## config.mk

```make
export PLATFORM = sky130hd
export DESIGN_NAME = size_string_to_sectors_core_flat
export DESIGN_NICKNAME = d
export VERILOG_FILES = /design/src/rtl/sts_pkg.sv /design/src/rtl/sts_req_if.sv /design/src/rtl/sts_rsp_if.sv /design/src/rtl/sts_scan.sv /design/src/rtl/sts_calc.sv /design/src/rtl/size_string_to_sectors_core.sv /design/src/flat_wrapper.sv
export SDC_FILE = /design/constraint.sdc
export NUM_CORES = 2
export LEC_CHECK = 0
export ABC_AREA = 1
export BUFFER_PORTS_ARGS = -buffer_cell sky130_fd_sc_hd__buf_4
export CORE_ASPECT_RATIO = 0.8
export CORE_MARGIN = 4
export CORE_UTILIZATION = 58
export CTS_BUF_LIST = sky130_fd_sc_hd__clkbuf_4 sky130_fd_sc_hd__clkbuf_8 sky130_fd_sc_hd__clkbuf_16
export DETAILED_ROUTE_END_ITERATION = 10
export GPL_TIMING_DRIVEN = 0
export MAX_ROUTING_LAYER = met4
export PLACE_DENSITY_LB_ADDON = 0.15
export SLEW_MARGIN = 0
export SYNTH_ARGS = -nofsm -noshare
export SYNTH_HDL_FRONTEND = slang
export SYNTH_SLANG_ARGS = --single-unit
```

## constraint.sdc

```tcl
create_clock -name clock -period 11.9 [get_ports clock]
set_input_delay 2.38 -clock clock [delete_from_list [all_inputs] [get_ports clock]]
set_output_delay 2.38 -clock clock [all_outputs]
set_load 0.02 [all_outputs]
```

## src/rtl/sts_pkg.sv

```systemverilog
// shared types, codes and constants of the size string parser
package sts_pkg;

   localparam int CHAR_WIDTH  = 8;
   localparam int UNIT_WIDTH  = 32;
   localparam int COUNT_WIDTH = 63;

   localparam logic [UNIT_WIDTH-1:0] SECTOR_SIZE_RESET = 32'd512;

   // register index taken from paddr above the byte offset
   localparam logic CSR_SECTOR_SIZE = 1'b0;

   typedef enum logic [1:0] {
      STATUS_OK      = 2'd0,
      STATUS_INVALID = 2'd1,
      STATUS_RANGE   = 2'd2
   } status_type;

   // what the parser hands over when the terminating byte arrives
   typedef struct packed {
      logic       invalid;
      logic [2:0] scale;
      logic       unit_bytes;
   } parse_sum_type;

   // 1024^scale as a left shift
   function automatic logic [5:0] scale_shift(input logic [2:0] scale);
      logic [5:0] result;
      unique case (scale)
         3'd1:    result = 6'd10;
         3'd2:    result = 6'd20;
         3'd3:    result = 6'd30;
         3'd4:    result = 6'd40;
         3'd5:    result = 6'd50;
         3'd6:    result = 6'd60;
         default: result = 6'd0;
      endcase
      return result;
   endfunction

endpackage

```

## src/rtl/sts_req_if.sv

```systemverilog
// input channel: one string byte per transaction
interface sts_req_if;
   import sts_pkg::*;

   logic                  valid;
   logic                  ready;
   logic [CHAR_WIDTH-1:0] char_code;

   modport source (output valid, output char_code, input ready);
   modport sink (input valid, input char_code, output ready);
endinterface

```

## src/rtl/sts_rsp_if.sv

```systemverilog
// result channel: status and sector count per string
interface sts_rsp_if;
   import sts_pkg::*;

   logic                   valid;
   logic                   ready;
   status_type             status;
   logic [COUNT_WIDTH-1:0] sector_count;

   modport source (output valid, output status, output sector_count, input ready);
   modport sink (input valid, input status, input sector_count, output ready);
endinterface

```

## src/rtl/sts_scan.sv

```systemverilog
// byte-wise number and suffix parser
module sts_scan #(
   parameter int VALUE_WIDTH = 64
) (
   input  logic                          clock,
   input  logic                          reset,
   input  logic                          take,
   input  logic [sts_pkg::CHAR_WIDTH-1:0] char_code,
   output sts_pkg::parse_sum_type        summary,
   output logic [VALUE_WIDTH-2:0]        value
);
   import sts_pkg::*;

   localparam int VW1 = VALUE_WIDTH - 1;
   localparam int EW  = VALUE_WIDTH + 3;
   localparam logic [VW1-1:0] VALUE_MAX = {VW1{1'b1}};

   localparam logic [7:0] CH_NUL   = 8'h00;
   localparam logic [7:0] CH_TAB   = 8'h09;
   localparam logic [7:0] CH_CR    = 8'h0D;
   localparam logic [7:0] CH_SPACE = 8'h20;
   localparam logic [7:0] CH_PLUS  = 8'h2B;
   localparam logic [7:0] CH_MINUS = 8'h2D;
   localparam logic [7:0] CH_0     = 8'h30;
   localparam logic [7:0] CH_1     = 8'h31;
   localparam logic [7:0] CH_9     = 8'h39;
   localparam logic [7:0] CH_UA    = 8'h41;
   localparam logic [7:0] CH_UF    = 8'h46;
   localparam logic [7:0] CH_LA    = 8'h61;
   localparam logic [7:0] CH_LF    = 8'h66;

   typedef enum logic [2:0] {
      PH_START, PH_SIGNED, PH_ZERO, PH_HEXPFX, PH_NUMBER, PH_SCALED, PH_UNIT
   } phase_type;

   typedef enum logic [1:0] {BASE_DEC, BASE_OCT, BASE_HEX} base_type;

   phase_type      phase_ff, phase_in;
   base_type       base_ff, base_in, acc_base;
   logic           neg_ff, neg_in;
   logic           seen_ff, seen_in;
   logic [VW1-1:0] acc_ff, acc_in, acc_new;
   logic [2:0]     scale_ff, scale_in, char_scale;
   logic           bytes_ff, bytes_in;
   logic           inval_ff, inval_in;

   logic [4:0]     digit;
   logic [4:0]     radix_lim;
   logic [EW-1:0]  acc_ext, acc_prod, acc_sum;
   logic           is_space;
   logic           do_first, do_suffix, do_unit, do_acc;

   always_comb begin
      if (char_code >= CH_0 && char_code <= CH_9) begin
         digit = 5'(char_code - CH_0);
      end else if (char_code >= CH_LA && char_code <= CH_LF) begin
         digit = 5'(char_code - CH_LA) + 5'd10;
      end else if (char_code >= CH_UA && char_code <= CH_UF) begin
         digit = 5'(char_code - CH_UA) + 5'd10;
      end else begin
         digit = 5'd16;
      end
   end

   always_comb begin
      unique case (char_code)
         8'h6B, 8'h4B: char_scale = 3'd1;
         8'h6D, 8'h4D: char_scale = 3'd2;
         8'h67, 8'h47: char_scale = 3'd3;
         8'h74, 8'h54: char_scale = 3'd4;
         8'h70, 8'h50: char_scale = 3'd5;
         8'h65, 8'h45: char_scale = 3'd6;
         default:      char_scale = 3'd0;
      endcase
   end

   assign is_space = (char_code == CH_SPACE) || (char_code >= CH_TAB && char_code <= CH_CR);

   always_comb begin
      unique case (base_ff)
         BASE_OCT: radix_lim = 5'd8;
         BASE_HEX: radix_lim = 5'd16;
         default:  radix_lim = 5'd10;
      endcase
   end

   // the base a digit taken now is weighed in
   always_comb begin
      unique case (phase_ff)
         PH_START, PH_SIGNED: acc_base = BASE_DEC;
         PH_HEXPFX:           acc_base = BASE_HEX;
         default:             acc_base = base_ff;
      endcase
   end

   // saturating multiply-accumulate: acc * radix + digit, clamped at max
   always_comb begin
      acc_ext = EW'(acc_ff);
      unique case (acc_base)
         BASE_OCT: acc_prod = acc_ext << 3;
         BASE_HEX: acc_prod = acc_ext << 4;
         default:  acc_prod = (acc_ext << 3) + (acc_ext << 1);
      endcase
      acc_sum = acc_prod + EW'(digit[3:0]);
      acc_new = (acc_sum > EW'(VALUE_MAX)) ? VALUE_MAX : acc_sum[VW1-1:0];
   end

   always_comb begin
      phase_in  = phase_ff;
      base_in   = base_ff;
      neg_in    = neg_ff;
      seen_in   = seen_ff;
      acc_in    = acc_ff;
      scale_in  = scale_ff;
      bytes_in  = bytes_ff;
      inval_in  = inval_ff;
      do_first  = 1'b0;
      do_suffix = 1'b0;
      do_unit   = 1'b0;
      do_acc    = 1'b0;
      if (take && char_code == CH_NUL) begin
         phase_in = PH_START;
         base_in  = BASE_DEC;
         neg_in   = 1'b0;
         seen_in  = 1'b0;
         acc_in   = '0;
         scale_in = 3'd0;
         bytes_in = 1'b0;
         inval_in = 1'b0;
      end else if (take && !inval_ff) begin
         unique case (phase_ff)
            PH_START: begin
               if (is_space) begin
                  phase_in = PH_START;
               end else if (char_code == CH_PLUS || char_code == CH_MINUS) begin
                  neg_in   = (char_code == CH_MINUS);
                  phase_in = PH_SIGNED;
               end else begin
                  do_first = 1'b1;
               end
            end
            PH_SIGNED: do_first = 1'b1;
            PH_ZERO: begin
               if (char_code == 8'h78 || char_code == 8'h58) begin
                  phase_in = PH_HEXPFX;
               end else if (digit < 5'd8) begin
                  phase_in = PH_NUMBER;
                  do_acc   = 1'b1;
               end else begin
                  phase_in  = PH_NUMBER;
                  do_suffix = 1'b1;
               end
            end
            PH_HEXPFX: begin
               if (digit < 5'd16) begin
                  base_in  = BASE_HEX;
                  phase_in = PH_NUMBER;
                  do_acc   = 1'b1;
               end else begin
                  inval_in = 1'b1;
               end
            end
            PH_NUMBER: begin
               if (digit < radix_lim) begin
                  do_acc = 1'b1;
               end else begin
                  do_suffix = 1'b1;
               end
            end
            PH_SCALED: do_unit = 1'b1;
            default:   inval_in = 1'b1;
         endcase

         // first digit after optional sign; a lone zero switches to octal
         if (do_first) begin
            if (char_code == CH_0) begin
               seen_in  = 1'b1;
               base_in  = BASE_OCT;
               phase_in = PH_ZERO;
            end else if (char_code >= CH_1 && char_code <= CH_9) begin
               base_in  = BASE_DEC;
               phase_in = PH_NUMBER;
               do_acc   = 1'b1;
            end else begin
               inval_in = 1'b1;
            end
         end

         if (do_suffix) begin
            if (char_scale != 3'd0) begin
               scale_in = char_scale;
               bytes_in = 1'b1;
               phase_in = PH_SCALED;
            end else begin
               do_unit = 1'b1;
            end
         end

         if (do_unit) begin
            if (char_code == 8'h73 || char_code == 8'h53) begin
               bytes_in = 1'b0;
               phase_in = PH_UNIT;
            end else if (char_code == 8'h62 || char_code == 8'h42) begin
               bytes_in = 1'b1;
               phase_in = PH_UNIT;
            end else begin
               inval_in = 1'b1;
            end
         end

         if (do_acc) begin
            acc_in  = acc_new;
            seen_in = 1'b1;
         end
      end
   end

   always_ff @(posedge clock) begin
      if (reset) begin
         phase_ff <= PH_START;
         base_ff  <= BASE_DEC;
         neg_ff   <= 1'b0;
         seen_ff  <= 1'b0;
         acc_ff   <= '0;
         scale_ff <= 3'd0;
         bytes_ff <= 1'b0;
         inval_ff <= 1'b0;
      end else begin
         phase_ff <= phase_in;
         base_ff  <= base_in;
         neg_ff   <= neg_in;
         seen_ff  <= seen_in;
         acc_ff   <= acc_in;
         scale_ff <= scale_in;
         bytes_ff <= bytes_in;
         inval_ff <= inval_in;
      end
   end

   assign summary.invalid = inval_ff || !seen_ff || phase_ff == PH_START ||
                            phase_ff == PH_SIGNED || phase_ff == PH_HEXPFX ||
                            (neg_ff && acc_ff != '0);
   assign summary.scale      = scale_ff;
   assign summary.unit_bytes = bytes_ff;
   assign value              = acc_ff;

endmodule

```

## src/rtl/sts_calc.sv

```systemverilog
// sequencer around one shared adder: shift-add multiply, range check, restoring divide
module sts_calc #(
   parameter int VALUE_WIDTH = 64
) (
   input  logic                           clock,
   input  logic                           reset,
   input  logic                           start,
   input  sts_pkg::parse_sum_type         summary,
   input  logic [VALUE_WIDTH-2:0]         value,
   input  logic [sts_pkg::UNIT_WIDTH-1:0] sector_size,
   output logic                           busy,
   sts_rsp_if.source                      rsp
);
   import sts_pkg::*;

   localparam int VW1       = VALUE_WIDTH - 1;
   localparam int PW        = VW1 + UNIT_WIDTH;
   localparam int MUL_STEPS = UNIT_WIDTH;
   localparam int DIV_STEPS = VW1;
   localparam int CW        = $clog2(DIV_STEPS > MUL_STEPS ? DIV_STEPS : MUL_STEPS);
   localparam logic [CW-1:0] MUL_LAST = CW'(MUL_STEPS - 1);
   localparam logic [CW-1:0] DIV_LAST = CW'(DIV_STEPS - 1);
   localparam logic [VALUE_WIDTH-1:0] VALUE_MAX = {1'b0, {VW1{1'b1}}};

   typedef enum logic [2:0] {ST_IDLE, ST_MUL, ST_CHECK, ST_DIV, ST_FINISH} state_type;

   state_type              state_ff, state_in;
   logic [CW-1:0]          cnt_ff, cnt_in;
   logic [VW1-1:0]         num_ff, num_in;
   logic [UNIT_WIDTH-1:0]  unit_ff, unit_in;
   logic [UNIT_WIDTH-1:0]  mplr_ff, mplr_in;
   logic [PW-1:0]          prod_ff, prod_in;
   logic [VW1-1:0]         quo_ff, quo_in;
   logic [UNIT_WIDTH-1:0]  rem_ff, rem_in;
   logic [2:0]             scale_ff, scale_in;
   status_type             stat_ff, stat_in;
   logic                   out_valid_ff, out_valid_in;
   status_type             out_status_ff, out_status_in;
   logic [COUNT_WIDTH-1:0] out_count_ff, out_count_in;

   logic                   alu_sub;
   logic [PW-1:0]          alu_a, alu_b;
   logic [PW:0]            alu_sum;
   logic                   alu_carry;
   logic [UNIT_WIDTH:0]    rem_shift;
   logic [5:0]             shift;
   logic [VALUE_WIDTH-1:0] lim;
   logic [PW-1:0]          scaled;
   logic                   range_err;

   assign rem_shift = {rem_ff, quo_ff[VW1-1]};

   // shared adder: add for the multiply, subtract for the divide
   always_comb begin
      if (state_ff == ST_MUL) begin
         alu_sub = 1'b0;
         alu_a   = prod_ff << 1;
         alu_b   = mplr_ff[UNIT_WIDTH-1] ? PW'(num_ff) : '0;
      end else begin
         alu_sub = 1'b1;
         alu_a   = PW'(rem_shift);
         alu_b   = PW'(sector_size);
      end
      alu_sum   = {1'b0, alu_a} + {1'b0, alu_b ^ {PW{alu_sub}}} + (PW + 1)'(alu_sub);
      alu_carry = alu_sum[PW];
   end

   // total = value * unit * 2^shift; in range when unit and product both fit max >> shift
   assign shift     = scale_shift(scale_ff);
   assign lim       = VALUE_MAX >> shift;
   assign range_err = (PW'(unit_ff) > PW'(lim)) || (prod_ff > PW'(lim));
   assign scaled    = prod_ff << shift;

   always_comb begin
      state_in      = state_ff;
      cnt_in        = cnt_ff;
      num_in        = num_ff;
      unit_in       = unit_ff;
      mplr_in       = mplr_ff;
      prod_in       = prod_ff;
      quo_in        = quo_ff;
      rem_in        = rem_ff;
      scale_in      = scale_ff;
      stat_in       = stat_ff;
      out_valid_in  = out_valid_ff;
      out_status_in = out_status_ff;
      out_count_in  = out_count_ff;

      if (out_valid_ff && rsp.ready) begin
         out_valid_in = 1'b0;
      end

      unique case (state_ff)
         ST_IDLE: begin
            if (start) begin
               num_in   = value;
               scale_in = summary.scale;
               unit_in  = summary.unit_bytes ? UNIT_WIDTH'(1) : sector_size;
               mplr_in  = summary.unit_bytes ? UNIT_WIDTH'(1) : sector_size;
               prod_in  = '0;
               cnt_in   = '0;
               if (summary.invalid || sector_size == '0) begin
                  stat_in  = STATUS_INVALID;
                  state_in = ST_FINISH;
               end else begin
                  state_in = ST_MUL;
               end
            end
         end
         ST_MUL: begin
            prod_in = alu_sum[PW-1:0];
            mplr_in = mplr_ff << 1;
            cnt_in  = cnt_ff + CW'(1);
            if (cnt_ff == MUL_LAST) begin
               cnt_in   = '0;
               state_in = ST_CHECK;
            end
         end
         ST_CHECK: begin
            if (range_err) begin
               stat_in  = STATUS_RANGE;
               state_in = ST_FINISH;
            end else begin
               quo_in   = scaled[VW1-1:0];
               rem_in   = '0;
               state_in = ST_DIV;
            end
         end
         ST_DIV: begin
            rem_in = alu_carry ? alu_sum[UNIT_WIDTH-1:0] : rem_shift[UNIT_WIDTH-1:0];
            quo_in = {quo_ff[VW1-2:0], alu_carry};
            cnt_in = cnt_ff + CW'(1);
            if (cnt_ff == DIV_LAST) begin
               cnt_in   = '0;
               stat_in  = (rem_in != '0) ? STATUS_INVALID : STATUS_OK;
               state_in = ST_FINISH;
            end
         end
         ST_FINISH: begin
            // wait for the output register to free up
            if (!out_valid_ff || rsp.ready) begin
               out_valid_in  = 1'b1;
               out_status_in = stat_ff;
               out_count_in  = (stat_ff == STATUS_OK) ? COUNT_WIDTH'(quo_ff) : '0;
               state_in      = ST_IDLE;
            end
         end
         default: state_in = ST_IDLE;
      endcase
   end

   always_ff @(posedge clock) begin
      if (reset) begin
         state_ff     <= ST_IDLE;
         cnt_ff       <= '0;
         out_valid_ff <= 1'b0;
      end else begin
         state_ff     <= state_in;
         cnt_ff       <= cnt_in;
         out_valid_ff <= out_valid_in;
      end
      num_ff        <= num_in;
      unit_ff       <= unit_in;
      mplr_ff       <= mplr_in;
      prod_ff       <= prod_in;
      quo_ff        <= quo_in;
      rem_ff        <= rem_in;
      scale_ff      <= scale_in;
      stat_ff       <= stat_in;
      out_status_ff <= out_status_in;
      out_count_ff  <= out_count_in;
   end

   assign busy             = (state_ff != ST_IDLE);
   assign rsp.valid        = out_valid_ff;
   assign rsp.status       = out_status_ff;
   assign rsp.sector_count = out_count_ff;

endmodule

```

## src/rtl/size_string_to_sectors_core.sv

```systemverilog
// Size string to sector count. Bytes of the string are taken one per cycle
// while sts_calc is not busy; every nonzero byte is parsed in the cycle it
// is accepted. The terminating zero byte starts the final computation in
// the shared adder of sts_calc: a shift-add multiply by the unit, a range
// check, a restoring divide by sector_size and a load of the result
// register. req.ready stays low through all of these steps, and longer while
// the previous result still sits untaken in the output register. Strings
// found invalid, and a zero sector_size, go straight to the result load;
// out of range strings skip the divide. A finished result waits in the
// output register while the next string is already being accepted.
// sector_size sits at byte address 0 of the APB-style port and resets to 512.
module size_string_to_sectors_core #(
   parameter int VALUE_WIDTH = 64
) (
   input  logic                           clock,
   input  logic                           reset,
   sts_req_if.sink                        req,
   sts_rsp_if.source                      rsp,
   input  logic                           psel,
   input  logic                           penable,
   input  logic                           pwrite,
   input  logic [2:0]                     paddr,
   input  logic [sts_pkg::UNIT_WIDTH-1:0] pwdata,
   output logic [sts_pkg::UNIT_WIDTH-1:0] prdata,
   output logic                           pready
);
   import sts_pkg::*;

   logic [UNIT_WIDTH-1:0] sector_size_ff;
   logic                  busy;
   logic                  take;
   logic                  start;
   parse_sum_type         summary;
   logic [VALUE_WIDTH-2:0] value;

   assign pready = 1'b1;
   assign prdata = (paddr[2] == CSR_SECTOR_SIZE) ? sector_size_ff : '0;

   always_ff @(posedge clock) begin
      if (reset) begin
         sector_size_ff <= SECTOR_SIZE_RESET;
      end else if (psel && penable && pwrite && paddr[2] == CSR_SECTOR_SIZE) begin
         sector_size_ff <= pwdata;
      end
   end

   assign req.ready = !busy;
   assign take      = req.valid && req.ready;
   assign start     = take && (req.char_code == '0);

   sts_scan #(.VALUE_WIDTH(VALUE_WIDTH)) u_scan (
      .clock     (clock),
      .reset     (reset),
      .take      (take),
      .char_code (req.char_code),
      .summary   (summary),
      .value     (value)
   );

   sts_calc #(.VALUE_WIDTH(VALUE_WIDTH)) u_calc (
      .clock       (clock),
      .reset       (reset),
      .start       (start),
      .summary     (summary),
      .value       (value),
      .sector_size (sector_size_ff),
      .busy        (busy),
      .rsp         (rsp)
   );

endmodule

```

## src/flat_wrapper.sv

```systemverilog
// flat-port wrapper written by rule: the top's interface ports become plain ports
module size_string_to_sectors_core_flat import sts_pkg::*;
#(
   parameter int VALUE_WIDTH = 64
)
  (clock, reset, psel, penable, pwrite, paddr, pwdata, prdata, pready, req_valid, req_char_code, req_ready, rsp_valid, rsp_status, rsp_sector_count, rsp_ready);
  sts_req_if req_i ();
  sts_rsp_if rsp_i ();
  input  logic clock;
  input  logic reset;
  input  logic psel;
  input  logic penable;
  input  logic pwrite;
  input  logic [2:0] paddr;
  input  logic [sts_pkg::UNIT_WIDTH-1:0] pwdata;
  output logic [sts_pkg::UNIT_WIDTH-1:0] prdata;
  output logic pready;
  input wire logic [$bits(req_i.valid)-1:0] req_valid;
  input wire logic [$bits(req_i.char_code)-1:0] req_char_code;
  output wire logic [$bits(req_i.ready)-1:0] req_ready;
  output wire logic [$bits(rsp_i.valid)-1:0] rsp_valid;
  output wire logic [$bits(rsp_i.status)-1:0] rsp_status;
  output wire logic [$bits(rsp_i.sector_count)-1:0] rsp_sector_count;
  input wire logic [$bits(rsp_i.ready)-1:0] rsp_ready;
  assign req_i.valid = req_valid;
  assign req_i.char_code = req_char_code;
  assign req_ready = req_i.ready;
  assign rsp_valid = rsp_i.valid;
  assign rsp_status = rsp_i.status;
  assign rsp_sector_count = rsp_i.sector_count;
  assign rsp_i.ready = rsp_ready;
  size_string_to_sectors_core #(.VALUE_WIDTH(VALUE_WIDTH)) u_core (.clock(clock), .reset(reset), .req(req_i), .rsp(rsp_i), .psel(psel), .penable(penable), .pwrite(pwrite), .paddr(paddr), .pwdata(pwdata), .prdata(prdata), .pready(pready));
endmodule
```

==> qor.yml <==
met3_length_um: 17100
rr_startpoint: "u_core.u_calc.state_ff[2]"
power_density_nw_per_um2: 97.4
ys.flop_type: "edfxtp_1"
cp.required_ps: 12230
antenna_found_initial: 6
period_needed_ps: 9150
port-buffer-count: 143
drc_errors: 0
die_h_um: 245
insertion_delay_ps: 620
synth_top_cell_area_share_pct: 28.4
max_freq_ghz: 0.109
hold_path_end: "u_core.u_calc.rsp.status[1]"
first_pass_iters: 7
first_global_vias: 40500
viasPerCell: 5.93
r2r-end: "u_core.u_calc.prod_ff[88]"
synth_top_family_by_area: "simple AND/OR/NAND/NOR gates"
fill_cells: 6145
drt_wl_total_um: 153000
finalPower_mw: 4.41
gp_congestion: 1.07
syn_inst: 6118
wl_per_cell_um: 21.0
synthMuxAreaShare_pct: 0.196
final_max_slew_viol_count: 0
crit_arrival_ps: 9470
fin_skew_ps: 61.4
r2r_cells: 21
drtIter0Drc: 5741
timing.setup.tns_ps: 0
final-setup-viol-count: 0
cts.path.max_buffers: 3
cts_setup_buffers: 0
place_area_um2: 43400
synth_xor_area_share_pct: 1.39
maxCapViolations: 0
synthArstFlopShare_pct: 0
ios: 150
rsz0062_at_grt: "false"
vias: 43300
start_kind: "register"
cts_tree: "done"
synth_area_leaders: "edfxtp_1 (28%), nand2_1 (15%), inv_1 (9.1%)"
wl_met2_um: 67400
worstMarginPinSlew_ps: 1310
drt-met1-wl_um: 58600
synthSimpleGateAreaFrac_pct: 30.1
synth_common_cells: "nand2_1 (1653), inv_1 (987), nor2_1 (747)"
holdPathStages: 0
grt_pass1_wl_um: 231000
htreeDepth: 2
area_growth_pct: 10.6
synth-edff-count: 387
syn_area_um2: 40900
num_rows: 86
final_area_um2: 45200
cts_made_buffers: 51
fin_cells: 7300
power_leakage_nw: 22.0
hold_class: "register to register"
dpl.cell_count: 7201
ys_seq_area_share_pct: 34.1
ant_nets: 0
synth_seq_cells: 504
yosysTopAreaCell: "edfxtp_1"
postCtsHoldBufs: 0
nets: 6611
setup.worst_path.start: "u_core.u_calc.state_ff[2]"
finalHoldViolCount: 0
synth.most_common_cell: "nand2_1"
dieArea_um2: 74800
criticalPathCategory: "register to register"
root_buffer: "clkbuf_16"
die_x_um: 305
drive_gt1_share_pct: 6.43
endpoint_kind: "register"
dpl.hpwl_um: 124000
ys_types: 63
grt_max_degree: 68
cts_resized: 0
outcome: "finished clean"
yosys_warnings: 0
grt_usage_pct: 40.6
topRoutingLayerUsed: "met4"
clock_sinks: 504
critPathMaxFanout: 10
synth_compound_area_share_pct: 15.3
worstHoldStart: "u_core.u_calc.stat_ff[1]"
maxSlewHeadroom_pct: 11.9
syn-mean-instance-area_um2: 6.68
r2r_slack_ps: 2750
period_share_pct: 76.9
grt_overflow_total: 0
peakVddDrop_uv: 154
start_util_pct: 58.9
clkTransAtPathRegs_ps: 70
synthAdderAreaFrac_pct: 7.12
core_um2: 69400
-- state kept, by name, indices dropped and copies added (netlist names), 63 cells and up --
| name | flops |
|---|---|
| u_core.u_calc.num_ff | 63 |
| u_core.u_calc.prod_ff | 95 |
| u_core.u_calc.quo_ff | 63 |
| u_core.u_calc.rsp.sector_count | 63 |
| u_core.u_scan.value | 63 |
-- worst max-delay path, cell delays in order, from the launching register on --
cell      delay [ps]
dfxtp_1          380
nor2_1           200
nand2_2          300
inv_1            180
clkbuf_1         390
clkbuf_1         700
clkbuf_1        1030
clkbuf_1         990
o21ai_0          380
ha_1             500
nand2_1          200
nor2_1           190
nand3_1          150
o311ai_0        1080
a21oi_1          370
o21ai_0          680
nand3_1          140
nand3_1          210
nand2_1           80
nand2_1          210
nand4_1          230
o21a_1           240
-- cells in the final DEF (no fill, tap or decap), types with 20 or more instances in the layout --
master and instances:
xor2_1 43, a31oi_1 44, ha_1 228, o22ai_1 46, nand3_2 31, clkbuf_16 59
nand2_1 1653, a221o_1 44, clkbuf_1 158, nand3_1 303, inv_1 987, nor2_2 24
buf_2 20, inv_2 32, nand4_1 59, o21ai_0 511, edfxtp_1 387, buf_4 156
dfxtp_1 117, o221ai_1 26, xnor2_1 22, nor3_1 49, o21a_1 30, a21oi_1 321
nor4_1 44, nor2_1 747
-- how the worst max path moves through the flow --
| stage | slack [ps] | cells past startpoint | end |
|---|---|---|---|
| after floorplan | 2620 | 7 | u_core.u_calc.mplr_ff[0] |
| after global placement | 170 | 20 | u_core.u_calc.quo_ff[26] |
| after detailed placement | 3440 | 21 | u_core.u_calc.prod_ff[88] |
| after CTS | 3330 | 28 | u_core.u_calc.prod_ff[84] |
| after global routing | 2680 | 26 | u_core.u_calc.prod_ff[76] |
| final | 2750 | 21 | u_core.u_calc.prod_ff[88] |
-- cell families (layout without fill, tap and decap cells) --
| logic type | after synthesis | after routing |
|---|---|---|
| buffers and inverters | 1233 | 1486 |
| and+or+nand+nor | 2964 | 2964 |
| DFF | 504 | 504 |
| adders and majority gates | 231 | 231 |
| muxes | 8 | 8 |
| other | 2 | 7 |
| AOI/OAI and AO/OA | 1111 | 1111 |
| xor gates and xnor gates | 65 | 65 |
-- stage by stage --
stage | utilization [%] | worst slack (ps) | hold slack, ps
final | 65.2 | 2750 | 446
after detailed placement | 62.5 | 3440 | 422
after global routing | 65.2 | 2680 | 445
after floorplan | - | 2620 | 408
after CTS | 65.2 | 3330 | 440
after global placement | 62.1 | 167 | 413
-- where the power goes --
part | internal [mW] | total [mW] | switching [mW]
Clock | 1.03 | 1.77 | 0.738
Sequential | 1.88 | 1.91 | 0.0247
Combinational | 0.235 | 0.732 | 0.497
-- final cells by class --
cell class / count / area (µm²) / area share [%]
Antenna cell: 4 / 10.0 / 0.0221
Buffer: 205 / 905 / 2.00
Clock buffer: 71 / 1590 / 3.50
Clock inverter: 24 / 275 / 0.608
Inverter: 1028 / 3860 / 8.54
Multi-Input combinational cell: 4382 / 22200 / 49.1
Sequential cell: 504 / 14000 / 30.9
Tap cell: 924 / 1160 / 2.56
Timing Repair Buffer: 158 / 1290 / 2.84
-- routing by layer --
| layer | vias to the layer above | GRT usage, % |
|---|---|---|
| li1 | 20400 | - |
| met1 | 19500 | 49.9 |
| met2 | 2800 | 63.7 |
| met3 | 605 | 8.03 |
| met4 | 0 | 21.6 |
| met5 | - | - |
Power figures use the tool's default switching activity.
